**src/sv/ttp_pkg.sv**
```systemverilog
// ----------------------------------------------------------------------------
// ttp_pkg
// Shared types, codes and the per-command field table of the token parser.
// ----------------------------------------------------------------------------
package ttp_pkg;

    localparam int MAX_FIELDS_DEF  = 16;
    localparam int COUNT_WIDTH_DEF = 8;

    // result queue between parser and output side
    localparam int QUEUE_DEPTH = 4;
    localparam int QPTR_W      = $clog2(QUEUE_DEPTH);

    // input actions
    localparam logic [1:0] ACT_TOKEN = 2'd0;
    localparam logic [1:0] ACT_EOL   = 2'd1;
    localparam logic [1:0] ACT_AUTH  = 2'd2;
    localparam logic [1:0] ACT_STORE = 2'd3;

    // token kinds
    localparam logic [1:0] TK_HASH = 2'd0;
    localparam logic [1:0] TK_BAR  = 2'd1;

    // commands
    localparam logic [2:0] CMD_NONE = 3'd0;
    localparam logic [2:0] CMD_L    = 3'd1;
    localparam logic [2:0] CMD_D    = 3'd2;
    localparam logic [2:0] CMD_P    = 3'd3;
    localparam logic [2:0] CMD_SD   = 3'd4;
    localparam logic [2:0] CMD_B    = 3'd5;
    localparam logic [2:0] CMD_M    = 3'd6;
    localparam logic [2:0] CMD_I    = 3'd7;

    // result events
    localparam logic [2:0] EV_STORE  = 3'd0;
    localparam logic [2:0] EV_START  = 3'd1;
    localparam logic [2:0] EV_SUBMIT = 3'd2;
    localparam logic [2:0] EV_AUTH   = 3'd3;
    localparam logic [2:0] EV_REPLY  = 3'd4;

    // reply codes
    localparam logic [2:0] RC_ONE       = 3'd0;
    localparam logic [2:0] RC_ZERO      = 3'd1;
    localparam logic [2:0] RC_ZERO_ONE  = 3'd2;
    localparam logic [2:0] RC_MINUS_ONE = 3'd3;
    localparam logic [2:0] RC_EMPTY     = 3'd4;
    localparam logic [2:0] RC_COUNT     = 3'd5;

    typedef struct packed {
        logic [2:0]  event_res;
        logic [3:0]  field_slot;
        logic [15:0] field_ref;
        logic [2:0]  reply_cmd;
        logic [2:0]  reply_code;
        logic [7:0]  reply_count;
        logic        last;
    } ev_t;

    // number of fields a command carries
    function automatic logic [4:0] field_count(input logic [2:0] cmd, input logic [4:0] mf);
        logic [4:0] n;
        case (cmd)
            CMD_L:        n = 5'd2;
            CMD_D, CMD_B: n = mf;
            CMD_SD:       n = 5'd10;
            CMD_M:        n = 5'd1;
            CMD_I:        n = 5'd6;
            default:      n = 5'd0;
        endcase
        return n;
    endfunction

endpackage

```
**src/sv/telematics_token_parser_top.sv**
```systemverilog
// ----------------------------------------------------------------------------
// telematics_token_parser_top
// Token-level parser for '#cmd#f1;f2|...CRLF' telemetry lines.
// ----------------------------------------------------------------------------
// Output: results of an item are written to the result queue when it is
//   accepted and appear on the result side in the next cycle, as empty drops.
// Throughput: one item per cycle while full is low; each item makes zero to
//   two results, and the output side drains one per cycle, so the 4-entry
//   result queue sets full whenever fewer than two entries are free.
// Reset: rst_n clears the parse state, flags, record count and queue at once.
// ----------------------------------------------------------------------------
module telematics_token_parser_top #(
    parameter int MAX_FIELDS  = ttp_pkg::MAX_FIELDS_DEF,
    parameter int COUNT_WIDTH = ttp_pkg::COUNT_WIDTH_DEF
) (
    input  logic        clk,
    input  logic        rst_n,
    // item side
    input  logic        push,
    output logic        full,
    input  logic [1:0]  action,
    input  logic [1:0]  token_kind,
    input  logic [2:0]  command_code,
    input  logic [15:0] token_ref,
    input  logic        result_ok,
    // result side
    output logic        empty,
    input  logic        pop,
    output logic [2:0]  event_res,
    output logic [3:0]  field_slot,
    output logic [15:0] field_ref,
    output logic [2:0]  reply_cmd,
    output logic [2:0]  reply_code,
    output logic [7:0]  reply_count,
    output logic        last
);
    import ttp_pkg::*;

    logic       accept;
    logic       rd;
    ev_t        ev0, ev1, head;
    logic [1:0] ev_cnt;

    // an item goes in whenever the queue has room for two results
    assign accept = push & ~full;
    assign rd     = pop & ~empty;

    // front: parse state machine, one item per cycle while the queue is not full
    ttp_front #(
        .MAX_FIELDS  (MAX_FIELDS),
        .COUNT_WIDTH (COUNT_WIDTH)
    ) u_front (
        .clk          (clk),
        .rst_n        (rst_n),
        .accept       (accept),
        .action       (action),
        .token_kind   (token_kind),
        .command_code (command_code),
        .token_ref    (token_ref),
        .result_ok    (result_ok),
        .ev0          (ev0),
        .ev1          (ev1),
        .ev_cnt       (ev_cnt)
    );

    // back: result queue, oldest result on the ports
    ttp_queue u_queue (
        .clk     (clk),
        .rst_n   (rst_n),
        .wr_cnt  (ev_cnt),
        .wr0     (ev0),
        .wr1     (ev1),
        .rd      (rd),
        .rd_data (head),
        .empty   (empty),
        .full    (full)
    );

    assign event_res   = head.event_res;
    assign field_slot  = head.field_slot;
    assign field_ref   = head.field_ref;
    assign reply_cmd   = head.reply_cmd;
    assign reply_code  = head.reply_code;
    assign reply_count = head.reply_count;
    assign last        = head.last;

endmodule

```
**src/sv/ttp_front.sv**
```systemverilog
// ----------------------------------------------------------------------------
// ttp_front
// Parser front: takes one item per cycle while accept is high, updates the
// line state and produces up to two result items for the queue.
// ----------------------------------------------------------------------------
module ttp_front #(
    parameter int MAX_FIELDS  = 16,
    parameter int COUNT_WIDTH = 8
) (
    input  logic          clk,
    input  logic          rst_n,
    input  logic          accept,
    input  logic [1:0]    action,
    input  logic [1:0]    token_kind,
    input  logic [2:0]    command_code,
    input  logic [15:0]   token_ref,
    input  logic          result_ok,
    output ttp_pkg::ev_t  ev0,
    output ttp_pkg::ev_t  ev1,
    output logic [1:0]    ev_cnt
);
    import ttp_pkg::*;

    localparam logic [3:0] ST_INITIAL      = 4'd0;
    localparam logic [3:0] ST_COMMAND      = 4'd1;
    localparam logic [3:0] ST_BODY         = 4'd2;
    localparam logic [3:0] ST_HASH_FIRST   = 4'd3;
    localparam logic [3:0] ST_HASH_SECOND  = 4'd4;
    localparam logic [3:0] ST_BAR          = 4'd5;
    localparam logic [3:0] ST_END          = 4'd6;
    localparam logic [3:0] ST_SKIP_BAR_END = 4'd7;
    localparam logic [3:0] ST_SKIP_END     = 4'd8;

    localparam logic [4:0] MF = 5'(MAX_FIELDS);
    localparam int         EW = COUNT_WIDTH + 8;

    typedef struct packed {
        logic vld;
        ev_t  ev;
    } commit_t;

    logic [3:0]             state_reg, state_next;
    logic [2:0]             cmd_reg, cmd_next;
    logic [4:0]             fields_left_reg, fields_left_next;
    logic                   logged_in_reg, logged_in_next;
    logic                   parse_error_reg, parse_error_next;
    logic [COUNT_WIDTH-1:0] record_count_reg, record_count_next;

    logic [EW-1:0] count_ext;
    logic [7:0]    count_sat;
    logic          is_hash, is_bar;
    logic [4:0]    fl_dec;
    ev_t           evs [2];
    logic [1:0]    n_ev;
    commit_t       cm;

    function automatic ev_t mk_ev(input logic [2:0] res, input logic [3:0] slot,
                                  input logic [15:0] tref, input logic [2:0] rcode,
                                  input logic [2:0] cmd, input logic [7:0] cnt);
        ev_t e;
        e             = '0;
        e.event_res   = res;
        e.field_slot  = (res == EV_STORE) ? slot : 4'd0;
        e.field_ref   = (res == EV_STORE) ? tref : 16'd0;
        e.reply_cmd   = (res == EV_REPLY) ? cmd : 3'd0;
        e.reply_code  = (res == EV_REPLY) ? rcode : 3'd0;
        e.reply_count = (res == EV_REPLY && rcode == RC_COUNT) ? cnt : 8'd0;
        return e;
    endfunction

    // line commit: what the finished command emits
    function automatic commit_t commit_fn(input logic [2:0] cmd, input logic err,
                                          input logic [7:0] cnt);
        commit_t c;
        c = '0;
        case (cmd)
            CMD_L:
            begin
                c.vld = 1'b1;
                c.ev  = err ? mk_ev(EV_REPLY, 4'd0, 16'd0, RC_ZERO, cmd, cnt)
                            : mk_ev(EV_AUTH, 4'd0, 16'd0, RC_ONE, cmd, cnt);
            end
            CMD_D, CMD_SD, CMD_M:
            begin
                c.vld = 1'b1;
                c.ev  = mk_ev(EV_SUBMIT, 4'd0, 16'd0, RC_ONE, cmd, cnt);
            end
            CMD_P:
            begin
                c.vld = 1'b1;
                c.ev  = mk_ev(EV_REPLY, 4'd0, 16'd0, RC_EMPTY, cmd, cnt);
            end
            CMD_B:
            begin
                c.vld = 1'b1;
                c.ev  = mk_ev(EV_REPLY, 4'd0, 16'd0, RC_COUNT, cmd, cnt);
            end
            default:
            begin
                c = '0;
            end
        endcase
        return c;
    endfunction

    assign count_ext = {8'd0, record_count_reg};
    assign count_sat = (count_ext > EW'(255)) ? 8'hFF : count_ext[7:0];
    assign is_hash   = (token_kind == TK_HASH);
    assign is_bar    = (token_kind == TK_BAR);
    assign fl_dec    = fields_left_reg - 5'd1;

    always_comb
    begin
        state_next        = state_reg;
        cmd_next          = cmd_reg;
        fields_left_next  = fields_left_reg;
        logged_in_next    = logged_in_reg;
        parse_error_next  = parse_error_reg;
        record_count_next = record_count_reg;
        evs[0]            = '0;
        evs[1]            = '0;
        n_ev              = 2'd0;
        cm                = '0;

        if (accept)
        begin
            case (action)
                ACT_TOKEN:
                begin
                    case (state_reg)
                        ST_INITIAL:
                        begin
                            parse_error_next  = 1'b0;
                            record_count_next = '0;
                            evs[0] = mk_ev(EV_START, 4'd0, 16'd0, RC_ONE, cmd_reg, count_sat);
                            n_ev   = 2'd1;
                            state_next = ST_HASH_FIRST;
                        end
                        ST_COMMAND:
                        begin
                            if (is_hash || is_bar || command_code == CMD_NONE)
                            begin
                                state_next       = ST_SKIP_END;
                                parse_error_next = 1'b1;
                            end
                            else
                            begin
                                cmd_next         = command_code;
                                fields_left_next = field_count(command_code, MF);
                                if (!logged_in_reg && command_code != CMD_L)
                                    state_next = ST_SKIP_END;
                                else
                                    state_next = ST_HASH_SECOND;
                            end
                        end
                        ST_BODY:
                        begin
                            if (cmd_reg == CMD_B && is_bar)
                            begin
                                evs[0] = mk_ev(EV_SUBMIT, 4'd0, 16'd0, RC_ONE, cmd_reg,
                                               count_sat);
                                evs[1] = mk_ev(EV_START, 4'd0, 16'd0, RC_ONE, cmd_reg,
                                               count_sat);
                                n_ev   = 2'd2;
                                fields_left_next = MF;
                            end
                            else
                            begin
                                if (fields_left_reg != 5'd0)
                                begin
                                    fields_left_next = fl_dec;
                                    evs[0] = mk_ev(EV_STORE, fl_dec[3:0], token_ref, RC_ONE,
                                                   cmd_reg, count_sat);
                                    n_ev   = 2'd1;
                                end
                                if (fields_left_reg <= 5'd1)
                                    state_next = (cmd_reg != CMD_B) ? ST_END : ST_BAR;
                            end
                        end
                        ST_HASH_FIRST, ST_HASH_SECOND:
                        begin
                            if (is_hash)
                                state_next = (state_reg == ST_HASH_FIRST) ? ST_COMMAND
                                                                          : ST_BODY;
                            else
                            begin
                                state_next       = ST_SKIP_END;
                                parse_error_next = 1'b1;
                            end
                        end
                        ST_BAR:
                        begin
                            evs[0] = mk_ev(EV_SUBMIT, 4'd0, 16'd0, RC_ONE, cmd_reg, count_sat);
                            n_ev   = 2'd1;
                            if (is_bar)
                            begin
                                state_next = ST_BODY;
                                evs[1] = mk_ev(EV_START, 4'd0, 16'd0, RC_ONE, cmd_reg,
                                               count_sat);
                                n_ev   = 2'd2;
                                fields_left_next = MF;
                            end
                            else
                            begin
                                state_next       = ST_SKIP_BAR_END;
                                parse_error_next = 1'b1;
                            end
                        end
                        ST_SKIP_BAR_END:
                        begin
                            if (is_bar)
                            begin
                                state_next = ST_BODY;
                                evs[0] = mk_ev(EV_START, 4'd0, 16'd0, RC_ONE, cmd_reg,
                                               count_sat);
                                n_ev   = 2'd1;
                                fields_left_next = MF;
                            end
                        end
                        ST_END:
                        begin
                            state_next       = ST_SKIP_END;
                            parse_error_next = 1'b1;
                        end
                        default:
                        begin
                            state_next = state_reg;
                        end
                    endcase
                end
                ACT_EOL:
                begin
                    state_next = ST_INITIAL;
                    case (state_reg)
                        ST_BODY:
                        begin
                            if (cmd_reg != CMD_B)
                            begin
                                parse_error_next = 1'b1;
                                cm = commit_fn(cmd_reg, 1'b1, count_sat);
                                evs[0] = cm.ev;
                                n_ev   = {1'b0, cm.vld};
                            end
                            else
                            begin
                                cm = commit_fn(cmd_reg, parse_error_reg, count_sat);
                                evs[0] = mk_ev(EV_SUBMIT, 4'd0, 16'd0, RC_ONE, cmd_reg,
                                               count_sat);
                                evs[1] = cm.ev;
                                n_ev   = cm.vld ? 2'd2 : 2'd1;
                            end
                        end
                        ST_BAR:
                        begin
                            cm = commit_fn(cmd_reg, parse_error_reg, count_sat);
                            evs[0] = mk_ev(EV_SUBMIT, 4'd0, 16'd0, RC_ONE, cmd_reg, count_sat);
                            evs[1] = cm.ev;
                            n_ev   = cm.vld ? 2'd2 : 2'd1;
                        end
                        ST_SKIP_BAR_END, ST_END:
                        begin
                            cm = commit_fn(cmd_reg, parse_error_reg, count_sat);
                            evs[0] = cm.ev;
                            n_ev   = {1'b0, cm.vld};
                        end
                        ST_COMMAND, ST_HASH_FIRST, ST_HASH_SECOND:
                        begin
                            parse_error_next = 1'b1;
                        end
                        default:
                        begin
                            n_ev = 2'd0;
                        end
                    endcase
                end
                ACT_AUTH:
                begin
                    state_next = ST_INITIAL;
                    if (result_ok)
                        logged_in_next = 1'b1;
                    evs[0] = mk_ev(EV_REPLY, 4'd0, 16'd0, result_ok ? RC_ONE : RC_ZERO_ONE,
                                   cmd_reg, count_sat);
                    n_ev   = 2'd1;
                end
                default:
                begin
                    // record stored completion
                    if (cmd_reg == CMD_B)
                    begin
                        if (record_count_reg != {COUNT_WIDTH{1'b1}})
                            record_count_next = record_count_reg + 1'b1;
                    end
                    else
                    begin
                        evs[0] = mk_ev(EV_REPLY, 4'd0, 16'd0,
                                       result_ok ? RC_ONE :
                                       ((cmd_reg == CMD_D || cmd_reg == CMD_SD) ? RC_MINUS_ONE
                                                                                : RC_ZERO),
                                       cmd_reg, count_sat);
                        n_ev   = 2'd1;
                    end
                end
            endcase
        end

        if (n_ev == 2'd2)
            evs[1].last = 1'b1;
        else if (n_ev == 2'd1)
            evs[0].last = 1'b1;
    end

    assign ev0    = evs[0];
    assign ev1    = evs[1];
    assign ev_cnt = n_ev;

    always_ff @(posedge clk or negedge rst_n)
    begin
        if (!rst_n)
        begin
            state_reg        <= ST_INITIAL;
            cmd_reg          <= CMD_NONE;
            fields_left_reg  <= '0;
            logged_in_reg    <= 1'b0;
            parse_error_reg  <= 1'b0;
            record_count_reg <= '0;
        end
        else
        begin
            state_reg        <= state_next;
            cmd_reg          <= cmd_next;
            fields_left_reg  <= fields_left_next;
            logged_in_reg    <= logged_in_next;
            parse_error_reg  <= parse_error_next;
            record_count_reg <= record_count_next;
        end
    end

endmodule

```
**src/sv/ttp_queue.sv**
```systemverilog
// ----------------------------------------------------------------------------
// ttp_queue
// Result queue: takes up to two items per cycle, hands out one per cycle.
// ----------------------------------------------------------------------------
module ttp_queue (
    input  logic          clk,
    input  logic          rst_n,
    input  logic [1:0]    wr_cnt,
    input  ttp_pkg::ev_t  wr0,
    input  ttp_pkg::ev_t  wr1,
    input  logic          rd,
    output ttp_pkg::ev_t  rd_data,
    output logic          empty,
    output logic          full
);
    import ttp_pkg::*;

    ev_t               slot_reg [QUEUE_DEPTH];
    logic [QPTR_W-1:0] wr_ptr_reg, wr_ptr_next;
    logic [QPTR_W-1:0] rd_ptr_reg, rd_ptr_next;
    logic [QPTR_W:0]   count_reg, count_next;
    logic [QPTR_W-1:0] wr_ptr_p1;

    assign wr_ptr_p1   = wr_ptr_reg + 1'b1;
    assign wr_ptr_next = wr_ptr_reg + QPTR_W'(wr_cnt);
    assign rd_ptr_next = rd_ptr_reg + QPTR_W'(rd);
    assign count_next  = count_reg + (QPTR_W + 1)'(wr_cnt) - (QPTR_W + 1)'(rd);

    assign rd_data = slot_reg[rd_ptr_reg];
    assign empty   = (count_reg == '0);
    // room for a worst-case item of two results
    assign full    = (count_reg > (QPTR_W + 1)'(QUEUE_DEPTH - 2));

    always_ff @(posedge clk)
    begin
        if (wr_cnt != 2'd0)
            slot_reg[wr_ptr_reg] <= wr0;
        if (wr_cnt == 2'd2)
            slot_reg[wr_ptr_p1] <= wr1;
    end

    always_ff @(posedge clk or negedge rst_n)
    begin
        if (!rst_n)
        begin
            wr_ptr_reg <= '0;
            rd_ptr_reg <= '0;
            count_reg  <= '0;
        end
        else
        begin
            wr_ptr_reg <= wr_ptr_next;
            rd_ptr_reg <= rd_ptr_next;
            count_reg  <= count_next;
        end
    end

endmodule

```
**config.mk**
```make
export PLATFORM = sky130hd
export DESIGN_NAME = telematics_token_parser_top
export DESIGN_NICKNAME = d
export VERILOG_FILES = /design/src/sv/ttp_pkg.sv /design/src/sv/telematics_token_parser_top.sv /design/src/sv/ttp_front.sv /design/src/sv/ttp_queue.sv
export SDC_FILE = /design/constraint.sdc
export NUM_CORES = 1
export LEC_CHECK = 0
export BUFFER_PORTS_ARGS = -buffer_cell sky130_fd_sc_hd__clkbuf_2
export CORE_ASPECT_RATIO = 1.2
export CORE_UTILIZATION = 55
export DETAILED_ROUTE_END_ITERATION = 8
export PLACE_DENSITY = 0.74
export SYNTH_ARGS = -nofsm -noshare
export SYNTH_HDL_FRONTEND = slang
export SYNTH_SLANG_ARGS = --single-unit
export TNS_END_PERCENT = 50
```
**constraint.sdc**
```tcl
create_clock -name clk -period 6.3 [get_ports clk]
set_clock_uncertainty 0.15 [all_clocks]
set_input_delay 1.26 -clock clk [delete_from_list [all_inputs] [get_ports clk]]
set_output_delay 1.26 -clock clk [all_outputs]
set_load 0.02 [all_outputs]
```
* Word level (Yosys, flattened, before mapping)
Memories as Yosys holds them, arrays and structs flattened. Index checks and enable logic that the tools add are counted.
Operators by class: bitwise gates (word level) 6, equal/unequal tests 43, muxes and demuxes 77, order comparisons 3, divide/modulo/power cells 0, add/subtract/negate cells 7, reductions and logical operators 31, shift-type cells 0, multiply operators 0
Operator list (count):
- $pmux W39 S4 | 2
- $mux W39 | 7
- $pmux W38 S2 | 3
- $pmux W38 S3 | 2
- $mux W38 | 5
- $pmux W38 S4 | 1
- $mux W76 | 1
- $mux W36 | 2
- $mux W8 | 6
- $mux W35 | 1
- $pmux W4 S7 | 1
- $eq A3 B3 Y1 const B | 9
- $pmux W5 S5 | 1
- $mux W4 | 6
- $mux W2 | 10
- $mux W5 | 4
- $eq A4 B3 Y1 const B | 4
- $ne A8 B8 Y1 const B | 2
- $pmux W8 S2 | 1
- $ne A3 B3 Y1 const B | 5
- $pmux W5 S3 | 1
- $mux W1 | 14
- $ne A3 B2 Y1 const B | 4
- $pmux W2 S3 | 2
- other kinds (43) | 73
Storage, ports and cells: memory bits (writable) 152, memories kept 1, bits in latches 0, memory bits (read-only) 0, bits in registers 29, output and inout bits 40
Memory list:
- u_queue.slot_reg | words 4, bits a word 38, rd ports 1, clocked after memory_dff 0, wr ports 2, line ttp_queue.sv:18 | ev_t slot_reg [QUEUE_DEPTH];

* Longest topological paths before layout
Gate-level depths: netlist (run 1).
depth after elaboration 15, gate-level depth with buffers 14, mapped depth without buffers 12

* Modules after synthesis
A second synthesis (run 1) with hierarchy kept.
Second synthesis, totals: cell total of the unflattened synthesis 759, area, all modules 10583.9 um2
By module, submodules not included:
- ttp_queue | area an instance 7866.3 um2, seq. area each 4739.5 um2, instances 1, cells an instance 405
- ttp_front | area an instance 2690.1 um2, seq. area each 550.5 um2, instances 1, cells an instance 352
- telematics_token_parser_top | area an instance 27.5 um2, seq. area each 0.0 um2, instances 1, cells an instance 2

* Worst setup path after synthesis (run 1)
No wires, ideal clock.
kind input port to flip-flop, start point input action[0], end point memory u_queue.slot_reg[0][0] (netlist name) (enable), slack 1.982 ns, cell stages on the path 11, arrival time 3.794 ns, library setup time 0.374 ns, cells stage by stage inv_1 -> ha_1 -> or2_1 -> a31oi_1 -> a21bo_2 -> or4_4 -> buf_6 -> or3_4 -> buf_6 -> buf_6 -> nand2_1
RTL lines:
- start, declared | line telematics_token_parser_top.sv:21 | input logic [1:0] action,
- end, declared | line ttp_queue.sv:18

==> results of run 1 <==
==> worst register-to-register path: cells and delay by family, from the launching register on <==
kind / cells / cell delay, ns
XOR/XNOR: 1 / 0.19
flip-flops: 1 / 0.86
buffers and inverters: 1 / 0.50
AND/OR/NAND/NOR: 3 / 1.12
AO/OA/AOI/OAI: 2 / 1.24
==> routing by layer <==
metal | global-route usage [%] | share of wire [%] | vias up
met1 | 37.6 | 45 | 3551
li1 | - | - | 3390
met2 | 42.0 | 48 | 258
met5 | 0 | 0 | -
met3 | 5.37 | 5.8 | 27
met4 | 8.27 | 1.7 | 0
==> metrics by stage <==
step	utilization, %	hold WS (ns)
2_1_floorplan	-	0.277
3_3_place_gp	58.5	0.298
3_5_place_dp	58.5	0.300
4_1_cts	61.8	0.325
5_1_grt	61.8	0.335
6_report	61.8	0.320
==> kinds of logic after synthesis <==
| logic type | after synthesis | synth area share (%) |
|---|---|---|
| AOI/OAI and AO/OA | 261 | 20.9 |
| xor gates and xnor gates | 14 | 1.29 |
| DFF | 181 | 47.0 |
| muxes | 49 | 10.3 |
| buffers and inverters | 104 | 4.99 |
| and+or+nand+nor | 238 | 13.6 |
| adders and majority gates | 14 | 1.93 |
==> synth_stat cells (9+ instances only) <==
| cell | number |
|---|---|
| sky130_fd_sc_hd__nor2_1 | 38 |
| sky130_fd_sc_hd__nand2_1 | 62 |
| sky130_fd_sc_hd__edfxtp_1 | 68 |
| sky130_fd_sc_hd__o2bb2ai_1 | 9 |
| sky130_fd_sc_hd__dfxtp_1 | 84 |
| sky130_fd_sc_hd__and2_1 | 21 |
| sky130_fd_sc_hd__a31o_2 | 25 |
| sky130_fd_sc_hd__nor3b_1 | 19 |
| sky130_fd_sc_hd__dfrtp_1 | 29 |
| sky130_fd_sc_hd__a211oi_1 | 47 |
| sky130_fd_sc_hd__clkbuf_1 | 52 |
| sky130_fd_sc_hd__a22o_1 | 38 |
| sky130_fd_sc_hd__nor3_1 | 23 |
| sky130_fd_sc_hd__nand3_1 | 20 |
| sky130_fd_sc_hd__mux4_2 | 38 |
| sky130_fd_sc_hd__inv_1 | 23 |
| sky130_fd_sc_hd__a21oi_1 | 27 |
| sky130_fd_sc_hd__buf_2 | 9 |
| sky130_fd_sc_hd__nand2b_1 | 10 |
| sky130_fd_sc_hd__xnor2_1 | 9 |
| sky130_fd_sc_hd__a31o_1 | 18 |
| sky130_fd_sc_hd__o21ai_0 | 29 |
| sky130_fd_sc_hd__ha_1 | 13 |
==> path summary, 6_finish.rpt <==
check                                        start                         end  slack [ns]  cells past startpoint
setup / recovery                         action[0]     u_queue.slot_reg[0][12]        1.48                      9
hold / removal             u_queue.slot_reg[1][32]     u_queue.slot_reg[1][32]        0.32                      1
setup reg to reg              u_front.state_reg[2]     u_queue.slot_reg[0][12]        1.79                      7
hold reg to reg            u_queue.slot_reg[1][32]     u_queue.slot_reg[1][32]        0.32                      1
max in group asynchronous                    rst_n       u_queue.rd_ptr_reg[1]        4.73                      1
min in group asynchronous                    rst_n  u_front.fields_left_reg[3]        0.74                      1
==> placed cells by master, fill, tap and decap left out, types with 13 or more instances in the layout <==
cell type	count
sky130_fd_sc_hd__a21oi_1	27
sky130_fd_sc_hd__dfxtp_1	84
sky130_fd_sc_hd__mux4_2	38
sky130_fd_sc_hd__inv_1	23
sky130_fd_sc_hd__a211oi_1	47
sky130_fd_sc_hd__nor3b_1	19
sky130_fd_sc_hd__and2_1	21
sky130_fd_sc_hd__a31o_1	18
sky130_fd_sc_hd__a22o_1	38
sky130_fd_sc_hd__nor2_1	36
sky130_fd_sc_hd__clkbuf_2	67
sky130_fd_sc_hd__a31o_2	25
sky130_fd_sc_hd__nand3_1	20
sky130_fd_sc_hd__clkbuf_16	18
sky130_fd_sc_hd__edfxtp_1	68
sky130_fd_sc_hd__o21ai_0	29
sky130_fd_sc_hd__ha_1	13
sky130_fd_sc_hd__dfrtp_1	27
sky130_fd_sc_hd__nor3_1	23
sky130_fd_sc_hd__nand2_1	62
sky130_fd_sc_hd__buf_4	17
==> area by class of cell <==
class / count / share of cell area [%]
clock buffers: 19 / 4.46
clock inverters: 12 / 0.949
inverters: 25 / 0.901
multi-input cells: 576 / 43.9
flip-flops and latches: 181 / 42.7
well taps: 216 / 2.59
repair buffers: 84 / 4.44
==> power by group <==
group	total (µW)	switching (µW)	internal, µW
registers	1610	268	1340
clock network	1010	463	544
logic	1340	804	540
total	3960	1530	2420
==> metrics.sh, run 1 <==
FLOORPLAN.ROWS=52
DRT-WIRELENGTH-PER-CELL_UM=20.5
GLOBAL_ROUTE_WIRE_LENGTH_BEFORE_REPAIR_UM=37000
SYN-MEAN-INSTANCE-AREA_UM2=11.0
SYNTH_FF_TYPE='sky130_fd_sc_hd__dfxtp_1'
SYNTH_TOP_AREA_CELL='sky130_fd_sc_hd__edfxtp_1'
WL_UM=22800
CTS-HOLD-FIX-BUFFERS=0
PATH_MAX_FANOUT=22
POST-CTS-SETUP-BUFFER-COUNT=0
CHIP_WIDTH_UM=122
FINISHED_LAYOUT_CELL_AREA_UM2=10400
FINAL_MIN_PERIOD_OVER_CLOCK_PERIOD_PCT=76.6
GLOBAL_ROUTE.OVERFLOW_TOTAL=0
CAP_VIOL_MAX_COUNT=0
FP.DIEAREA_UM2=17700
MULTI_INPUT_AREA_UM2=4580
CTS.HTREE.LEVELS=4
SYNTH_AREA_LEADERS='sky130_fd_sc_hd__edfxtp_1 (22%), sky130_fd_sc_hd__dfxtp_1 (18%), sky130_fd_sc_hd__mux4_2 (9.0%)'
FINAL_HOLD_VIO_COUNT=0
SYNTH_WARNINGS=0
CTS-BUFFERS-INSERTED=17
TIMING.CRITICAL_PATH.BUF_INV=3
PERIOD_MINUS_SLACK_NS=4.82
CRITICAL_PATH.ENDPOINT_TYPE='flop'
ANTENNA_CELLS=0
SYNTH-SEQ-AREA-SHARE_PCT=47.0
CRITICAL-PATH-TOP-CELL-BY-COUNT='sky130_fd_sc_hd__inv_1'
CLOCK.FMAX_MHz=207
SYNTH.CELL_AREA_UM2=9470
IR_WORST_VDD_uV=259
WORST_SKEW_PAIR_LATENCY_NS=0.43
POST_CTS_RESIZED=0
SYNTH_NETS=903
TIMING.CRITICAL_PATH.CELLS='clkbuf_2, inv_1, ha_1, nand3_1, a2bb2oi_1, nor2_4, inv_1, a21o_1, nand2_1'
GRT_START_MAX_NET_PINS=45
SETUP_TNS_NS=0
ASYNC_RESET_FF_SHARE_PCT=16.0
CPMAXSTAGEDELAYCELL='sky130_fd_sc_hd__a21o_1'
STATUS='completed'
CPLARGESTDELAYFAMILY='compound AO/OA/AOI/OAI gates'
FINAL_NETS=927
CRITICAL-PATH-MAX-STAGE-DELAY_NS=0.77
CTS.SINK_COUNT=181
CHIPHEIGHT_UM=146
DRT_ITER0_MARKERS=617
CLOCK_PIN_SLEW_OF_THE_REGISTERS_ON_THE_WORST_CASE_SETUP_AND_HOLD_PATHS_NS=0.07
DRIVE_ABOVE_1_SHARE_PCT=22.7
FINALMAXSLEWVIOLATIONS=0
DP_WORST_SETUP_SLACK_NS=0.999
DRT_DRC_VIOLATIONS_LEFT=0
REGAREA_UM2=4450
HPWL_UM=15100
VIA_COUNT=7226
CELLLEAKAGEPOWER_uW=0.00375
FLOORPLAN.IO_PINS=68
TRITONCTS='done'
POWER.TOTAL_uW=3960
CLASSIFICATION_OF_THE_WORST_SETUP_PATH='in2reg'
FIRST_GLOBAL_VIAS=6927
SYN_INST=861
WORST_HOLD_PATH_TYPE='reg2reg'
YOSYSUNIQUECELLTYPES=83
DRTPASS1ITERATIONS=5
GP_CONGESTION=0.928
VIA_PER_INST=6.49
GRT_UTIL_ALL_LAYERS_PCT=26.9
WORST-SLEW-PIN-TRANSITION_NS=1.05
CORE_AREA_UM2=16900
ANTENNA_FOUND_INITIAL=0
CTS.PATH.MAX_BUFFERS=2
STARTPOINT_TYPE='input port'
SETUP_SLACK_NS=1.48
SETUP_VIOL_COUNT_FINAL=0
NUMBER_OF_FLIP_FLOPS_UNDER_THE_LARGEST_REGISTER_NAME=152
ANTENNA_VIOLATING_NETS_POST_ROUTE=0
CLOCK_TREE.ROOT_CELL='sky130_fd_sc_hd__clkbuf_16'
ARRIVAL_NS=4.66
FILL_CELLS=1366
POST-SYNTH-TOP-AREA-FRACTION_PCT=21.6
PLACEMENT.IO_BUFFERS=67
SYNTH_REGISTER_BITS=181
DPL_CELL_AREA_UM2=9860
RSZ0062_AT_GRT='false'
SYNTH_EDF_COUNT=68
CELL_COUNT_AFTER_PLACEMENT=1082
CP_DATA_REQUIRED_TIME_NS=6.14
AREAGROWTHSYNTHTOFINISH_PCT=10.0
INITIAL_CORE_UTIL_PCT=56.2
CELLPOWERDENSITY_nW_PER_UM2=380
TIMING.MAX_SLEW.REL_SLACK_PCT=30.1
FINISH.CELL_COUNT_WITHOUT_FILLERS=1113
(Power assumes the default switching activity.)
==> inputs of run 2 (changes only) <==
==> constraint.sdc (replaced) <==
create_clock -name clk -period 4.6 [get_ports clk]
set_clock_uncertainty 0.15 [all_clocks]
set_input_delay 0.92 -clock clk [delete_from_list [all_inputs] [get_ports clk]]
set_output_delay 0.92 -clock clk [all_outputs]
set_load 0.02 [all_outputs]
==> run 2 against run 1 <==
  * Critical path depth up 1
  * Non-clock buffer count up 11
  * Via count up 2.4%
  * Core utilization up 0.63 points
  * Global-route usage up 0.52 points
  * Cell count up 1.1%
  * Setup slack worse by 0.51 ns
==> metrics.sh, run 2 (synthesis gave the netlist of run 1 again) <==
SETUP_SLACK_NS=0.969  # -0.508 ns
CORE_AREA_UM2=16900  # unchanged
WL_UM=23300  # +2.1%
FINALMAXSLEWVIOLATIONS=0  # unchanged
CELLPOWERDENSITY_nW_PER_UM2=525  # +38%
CLOCK_PIN_SLEW_OF_THE_REGISTERS_ON_THE_WORST_CASE_SETUP_AND_HOLD_PATHS_NS=0.07  # about the same
DRT_DRC_VIOLATIONS_LEFT=0  # unchanged
VIA_COUNT=7400  # +2.4%
FINISHED_LAYOUT_CELL_AREA_UM2=10500  # +1.0%
STARTPOINT_TYPE='input port'
CRITICAL-PATH-MAX-STAGE-DELAY_NS=0.60  # -0.17 ns
HPWL_UM=15400  # +2.4%
SETUP.WORST_PATH.START='action[0]'
CHIP_WIDTH_UM=122  # unchanged
LAYOUT_COMMON_CELLS='sky130_fd_sc_hd__dfxtp_1 (84), sky130_fd_sc_hd__edfxtp_1 (68), sky130_fd_sc_hd__clkbuf_2 (67), sky130_fd_sc_hd__nand2_1 (62), sky130_fd_sc_hd__a211oi_1 (47)'
DRTPASS1ITERATIONS=5  # unchanged
AREAGROWTHSYNTHTOFINISH_PCT=11.2
CAP_VIOL_MAX_COUNT=0  # unchanged
CP_DATA_REQUIRED_TIME_NS=4.57  # -1.57 ns
WORST-SLEW-PIN-TRANSITION_NS=0.999  # -0.0494 ns
DRT-WIRELENGTH-PER-CELL_UM=20.7  # +0.97%
POWER_FRAC_CLOCK_PCT=26.5  # +1.1 points
CRITICAL_PATH.ENDPOINT_TYPE='flop'
POWER_FRAC_COMB_PCT=34.2  # +0.2 points
CLOCK.FMAX_MHz=275
LAYOUT.CELLS.MOST_COMMON='sky130_fd_sc_hd__dfxtp_1'
CRIT_PATH_END='u_queue.slot_reg[0][13]'
MULTI_INPUT_AREA_UM2=4570  # -0.11%
INTERNAL_POWER_uW=3360  # +39%
CLASSIFICATION_OF_THE_WORST_SETUP_PATH='in2reg'
NET_SWITCHING_FRACTION_OF_THE_POWER_PCT=39.3  # +0.52 points
FINALHOLDWORSTSLACK_NS=0.319  # -0.000996 ns
GLOBAL_ROUTE_WIRE_LENGTH_BEFORE_REPAIR_UM=37700  # +2.0%
POST-CTS-SETUP-BUFFER-COUNT=0  # unchanged
FINAL_NETS=938  # +1.2%
FINAL_MIN_PERIOD_OVER_CLOCK_PERIOD_PCT=78.9
R2R_END='u_queue.slot_reg[0][13]'
DRIVE_ABOVE_1_SHARE_PCT=23.5  # +0.80 points
TIMING.MAX_SLEW.REL_SLACK_PCT=31.7  # +1.6 points
CLOCK_TREE.ROOT_CELL='sky130_fd_sc_hd__clkbuf_16'
FILL_CELLS=1340  # -1.9%
DP_WORST_SETUP_SLACK_NS=0.540  # -0.458 ns
INITIAL_CORE_UTIL_PCT=56.2  # unchanged
FIRST_GLOBAL_VIAS=7095  # +2.4%
TIMING.CRITICAL_PATH.BUF_INV=3  # unchanged
CTS.PATH.MAX_BUFFERS=2  # unchanged
DRT_ITER0_MARKERS=657  # +6.5%
TOTAL_SWITCHING_POWER_uW=2170  # +42%
CPLARGESTDELAYFAMILY='simple AND/OR/NAND/NOR gates'
SETUP_TNS_NS=0  # unchanged
TIMING.CRITICAL_PATH.CELLS='clkbuf_2, inv_1, ha_1, or2_1, a31oi_1, a21bo_2, or4_4, or3_4, nand2_1, buf_4'
PERIOD_MINUS_SLACK_NS=3.63
IR_WORST_VDD_uV=290  # +12%
TRITONCTS='done'
POST_ROUTE_CORE_UTILIZATION_PCT=62.5  # +0.63 points
CHIPHEIGHT_UM=146  # unchanged
R2R-START='u_front.cmd_reg[2]'
CTS-HOLD-FIX-BUFFERS=0  # unchanged
ANTENNA_CELLS=0  # unchanged
CTS.SINK_COUNT=181  # unchanged
DPL_CELL_AREA_UM2=9930  # +0.79%
CTS-BUFFERS-INSERTED=17  # unchanged
FINAL_HOLD_VIO_COUNT=0  # unchanged
R2R_CELLS=7  # unchanged
SETUP_VIOL_COUNT_FINAL=0  # unchanged
GRT_START_MAX_NET_PINS=43  # -4.4%
GRT_UTIL_ALL_LAYERS_PCT=27.4  # +0.52 points
RRSETUPSLACK_NS=1.05  # -0.74 ns
PATH_MAX_FANOUT=23  # +4.5%
HOLD_PATH_STARTPOINT='u_queue.slot_reg[1][32]'
REGAREA_UM2=4450  # unchanged
CELLLEAKAGEPOWER_uW=0.00381  # +1.8%
STATUS='completed'
NUMBER_OF_FLIP_FLOPS_UNDER_THE_LARGEST_REGISTER_NAME=152  # unchanged
ANTENNA_FOUND_INITIAL=0  # unchanged
VIA_PER_INST=6.58  # +1.3%
POST_CTS_RESIZED=0  # unchanged
CTS.HTREE.LEVELS=4  # unchanged
FP.DIEAREA_UM2=17700  # unchanged
GP_CONGESTION=0.912  # -1.7%
WORST-PATH-STAGES=10  # +1
ARRIVAL_NS=3.60  # -1.06 ns
PLACEMENT.IO_BUFFERS=67  # unchanged
FLOORPLAN.ROWS=52  # unchanged
GLOBAL_ROUTE.OVERFLOW_TOTAL=0  # unchanged
WORST_SKEW_PAIR_LATENCY_NS=0.44  # about the same
FLOORPLAN.IO_PINS=68  # unchanged
ANTENNA_VIOLATING_NETS_POST_ROUTE=0  # unchanged
POWER.SHARE.SEQUENTIAL_PCT=39.4  # -1.2 points
CPMAXSTAGEDELAYCELL='sky130_fd_sc_hd__or4_4'
WORST_HOLD_PATH_TYPE='reg2reg'
RSZ0062_AT_GRT='false'
-- run 2: per-layer routing --
layer	share of wire [%]	vias to the layer above	track usage [%]
met5	0	-	0
met1	45	3720	38.5
li1	-	3407	-
met4	1.9	0	9.38
met3	5.3	32	4.19
met2	48	241	43.1
-- run 2: final cells by class --
class | count | area share (%)
repair buffers | 95 | 5.18
multi-input cells | 576 | 43.4
well taps | 216 | 2.57
inverters | 25 | 0.892
flip-flops and latches | 181 | 42.3
clock buffers | 17 | 4.04
clock inverters | 15 | 1.58
-- run 2: per-stage QoR --
stage	std cells	total power (µW)
floorplan	861	3560
global placement	1093	4070
detailed placement	1093	4080
CTS	1125	5540
global route	1125	5810
finish	1125	5530
-- run 2: power groups by stage --
stage	clock network (µW)	logic, µW	registers [µW]
floorplan	0	1620	1940
global route	1550	2050	2210
detailed placement	0	1880	2210
global placement	0	1870	2200
finish	1460	1890	2180
CTS	1480	1890	2170
-- run 2: how the worst min path moves through the flow --
stage               cells after the start                       to
global placement                        1  u_queue.slot_reg[1][34]
global route                            1  u_queue.slot_reg[1][32]
detailed placement                      1  u_queue.slot_reg[3][33]
floorplan                               1  u_queue.slot_reg[3][10]
CTS                                     1  u_queue.slot_reg[1][32]
finish                                  1  u_queue.slot_reg[1][32]
==> inputs of run 3 (changes only) <==
==> constraint.sdc (replaced) <==
create_clock -name clk -period 3.6 [get_ports clk]
set_clock_uncertainty 0.15 [all_clocks]
set_input_delay 0.72 -clock clk [delete_from_list [all_inputs] [get_ports clk]]
set_output_delay 0.72 -clock clk [all_outputs]
set_load 0.02 [all_outputs]
==> run 3 against run 2 <==
  * Clock-buffer cell count rose by 1
  * Final area is 2.8% higher
  * Register-to-register slack got worse by 0.60 ns
  * Largest power group is now combinational logic
  * Setup slack got worse by 0.52 ns
  * Critical path type is now reg2reg
==> metrics.sh, run 3 (synthesis gave the netlist of run 1 again) <==
INTERNAL_POWER_uW=4370  # +30%
HPWL_UM=15900  # +3.2%
FIRST_GLOBAL_VIAS=7272  # +2.5%
TIMING.MAX_SLEW.REL_SLACK_PCT=37.7  # +6.0 points
WL_UM=23800  # +2.3%
CELLLEAKAGEPOWER_uW=0.00399  # +4.5%
DP_WORST_SETUP_SLACK_NS=0.0588  # -0.482 ns
GRT_UTIL_ALL_LAYERS_PCT=27.8  # +0.43 points
TIMING.CRITICAL_PATH.CELLS='buf_4, xnor2_1, nand3_1, nor3_1, buf_4, o41ai_4, inv_1, ha_1, inv_1, fa_1, xor2_1, xnor2_1'
FINAL_MIN_PERIOD_OVER_CLOCK_PERIOD_PCT=87.4
DRT_DRC_VIOLATIONS_LEFT=0  # unchanged
CP_DATA_REQUIRED_TIME_NS=3.77  # -0.80 ns
TIMING.CRITICAL_PATH.BUF_INV=4  # +1
POST_ROUTE_CORE_UTILIZATION_PCT=64.2  # +1.7 points
CLASSIFICATION_OF_THE_WORST_SETUP_PATH='reg2reg'
TOTAL_SWITCHING_POWER_uW=2790  # +29%
AREAGROWTHSYNTHTOFINISH_PCT=14.3
POST-CTS-SETUP-BUFFER-COUNT=0  # unchanged
CHIP_WIDTH_UM=122  # unchanged
POWER_FRAC_CLOCK_PCT=25.2  # -1.3 points
REGAREA_UM2=4450  # unchanged
CAP_VIOL_MAX_COUNT=0  # unchanged
FINALHOLDWORSTSLACK_NS=0.214  # -0.105 ns
VIA_COUNT=7488  # +1.2%
DRIVE_ABOVE_1_SHARE_PCT=26.2  # +2.6 points
STATUS='completed'
CORE_AREA_UM2=16900  # unchanged
LAYOUT_COMMON_CELLS='sky130_fd_sc_hd__dfxtp_1 (84), sky130_fd_sc_hd__edfxtp_1 (68), sky130_fd_sc_hd__clkbuf_2 (67), sky130_fd_sc_hd__nand2_1 (61), sky130_fd_sc_hd__buf_4 (53)'
SETUP_SLACK_NS=0.452  # -0.516 ns
FINALMAXSLEWVIOLATIONS=0  # unchanged
FINAL_HOLD_VIO_COUNT=0  # unchanged
CPMAXSTAGEDELAYCELL='sky130_fd_sc_hd__dfrtp_1'
GP_CONGESTION=0.960  # +5.3%
CPLARGESTDELAYFAMILY='simple AND/OR/NAND/NOR gates'
MULTI_INPUT_AREA_UM2=4570  # about the same
CTS.PATH.MAX_BUFFERS=2  # unchanged
INITIAL_CORE_UTIL_PCT=56.2  # unchanged
PLACEMENT.IO_BUFFERS=67  # unchanged
FILL_CELLS=1328  # -0.90%
CELL_COUNT_AFTER_PLACEMENT=1124  # +2.8%
GLOBAL_ROUTE.OVERFLOW_TOTAL=0  # unchanged
CRITICAL_PATH.ENDPOINT_TYPE='flop'
POWER_FRAC_COMB_PCT=38.4  # +4.2 points
WORST_SKEW_PAIR_LATENCY_NS=0.43  # about the same
LAYOUT.CELLS.MOST_COMMON='sky130_fd_sc_hd__dfxtp_1'
GRT_START_MAX_NET_PINS=38  # -12%
POST_CTS_RESIZED=0  # unchanged
CELLPOWERDENSITY_nW_PER_UM2=662  # +26%
TRITONCTS='done'
FP.DIEAREA_UM2=17700  # unchanged
FLOORPLAN.ROWS=52  # unchanged
WORST_HOLD_PATH_TYPE='in2async'
SETUP_VIOL_COUNT_FINAL=0  # unchanged
CTS-HOLD-FIX-BUFFERS=0  # unchanged
CTS.SINK_COUNT=181  # unchanged
FINAL_NETS=969  # +3.3%
ANTENNA_FOUND_INITIAL=0  # unchanged
RSZ0062_AT_GRT='false'
PERIOD_MINUS_SLACK_NS=3.15
POWER.SHARE.SEQUENTIAL_PCT=36.5  # -2.9 points
STARTPOINT_TYPE='flop'
CRITICAL-PATH-MAX-STAGE-DELAY_NS=0.48  # -0.12 ns
ARRIVAL_NS=3.32  # -0.28 ns
ANTENNA_CELLS=0  # unchanged
CHIPHEIGHT_UM=146  # unchanged
FINISH.CELL_COUNT_WITHOUT_FILLERS=1156  # +2.8%
WORST-SLEW-PIN-TRANSITION_NS=0.934  # -0.0648 ns
DRTPASS1ITERATIONS=6  # +1
FLOORPLAN.IO_PINS=68  # unchanged
CTS-BUFFERS-INSERTED=17  # unchanged
CTS.HTREE.LEVELS=4  # unchanged
VIA_PER_INST=6.48  # -1.5%
IR_WORST_VDD_uV=376  # +29%
CLOCK_TREE.ROOT_CELL='sky130_fd_sc_hd__clkbuf_16'
PATH_MAX_FANOUT=10  # -57%
NET_SWITCHING_FRACTION_OF_THE_POWER_PCT=39.0  # -0.28 points
CLOCK_PIN_SLEW_OF_THE_REGISTERS_ON_THE_WORST_CASE_SETUP_AND_HOLD_PATHS_NS=0.07  # about the same
DRT_ITER0_MARKERS=622  # -5.3%
NUMBER_OF_FLIP_FLOPS_UNDER_THE_LARGEST_REGISTER_NAME=152  # unchanged
ANTENNA_VIOLATING_NETS_POST_ROUTE=0  # unchanged
GLOBAL_ROUTE_WIRE_LENGTH_BEFORE_REPAIR_UM=38000  # +0.79%
CLOCK.FMAX_MHz=318
DRT-WIRELENGTH-PER-CELL_UM=20.6  # -0.49%
==> run 3: cell count changes in the layout (fill, tap and decap cells not counted) <==
cell / change
sky130_fd_sc_hd__inv_4: -1
sky130_fd_sc_hd__bufinv_16: -1
sky130_fd_sc_hd__buf_4: +25
sky130_fd_sc_hd__clkbuf_8: +1
sky130_fd_sc_hd__clkinv_2: +1
sky130_fd_sc_hd__nand2_1: -1
sky130_fd_sc_hd__nand2_2: +1
sky130_fd_sc_hd__buf_12: +6
sky130_fd_sc_hd__clkinvlp_4: -1
sky130_fd_sc_hd__inv_6: +1
==> run 3: final cells by class <==
cell class	count	share of cell area (%)
clock buffer	18	4.06
clock inverter	14	1.26
inverter	25	0.867
multi-input combinational	576	42.3
sequential	181	41.1
tap	216	2.50
timing repair buffer	126	7.89
==> run 3: worst paths after layout <==
check | from | endpoint | slack (ns) | cells past startpoint
worst max-delay path | u_front.state_reg[0] | u_queue.count_reg[2] | 0.45 | 12
worst min-delay path | rst_n | u_queue.count_reg[0] | 0.21 | 1
worst max register to register | u_front.state_reg[0] | u_queue.count_reg[2] | 0.45 | 12
worst min register to register | u_queue.slot_reg[3][10] | u_queue.slot_reg[3][10] | 0.31 | 1
max in group asynchronous | rst_n | u_queue.rd_ptr_reg[0] | 2.54 | 1
min in group clk | u_queue.slot_reg[3][10] | u_queue.slot_reg[3][10] | 0.31 | 1
==> run 3: routing by layer <==
metal / GRT usage (%) / part of all wire [%]
met1: 38.9 / 43
met2: 44.0 / 49
met3: 4.08 / 6.3
met4: 9.88 / 2.1
met5: 0 / 0
==> run 3: power by group through the flow <==
stage	clock network, µW	registers, µW	logic, µW
2_1_floorplan	0	2480	2070
3_3_place_gp	0	2640	2720
3_5_place_dp	0	2640	2730
4_1_cts	1820	2600	2740
5_1_grt	1900	2640	2960
6_report	1800	2610	2750
==> run 3: through the flow <==
stage | TNS, ns | power, µW | area, µm²
2_1_floorplan | -0.0699 | 4550 | 9470
3_3_place_gp | 0 | 5350 | 10200
3_5_place_dp | 0 | 5380 | 10200
4_1_cts | 0 | 7170 | 10800
5_1_grt | 0 | 7500 | 10800
6_report | 0 | 7160 | 10800
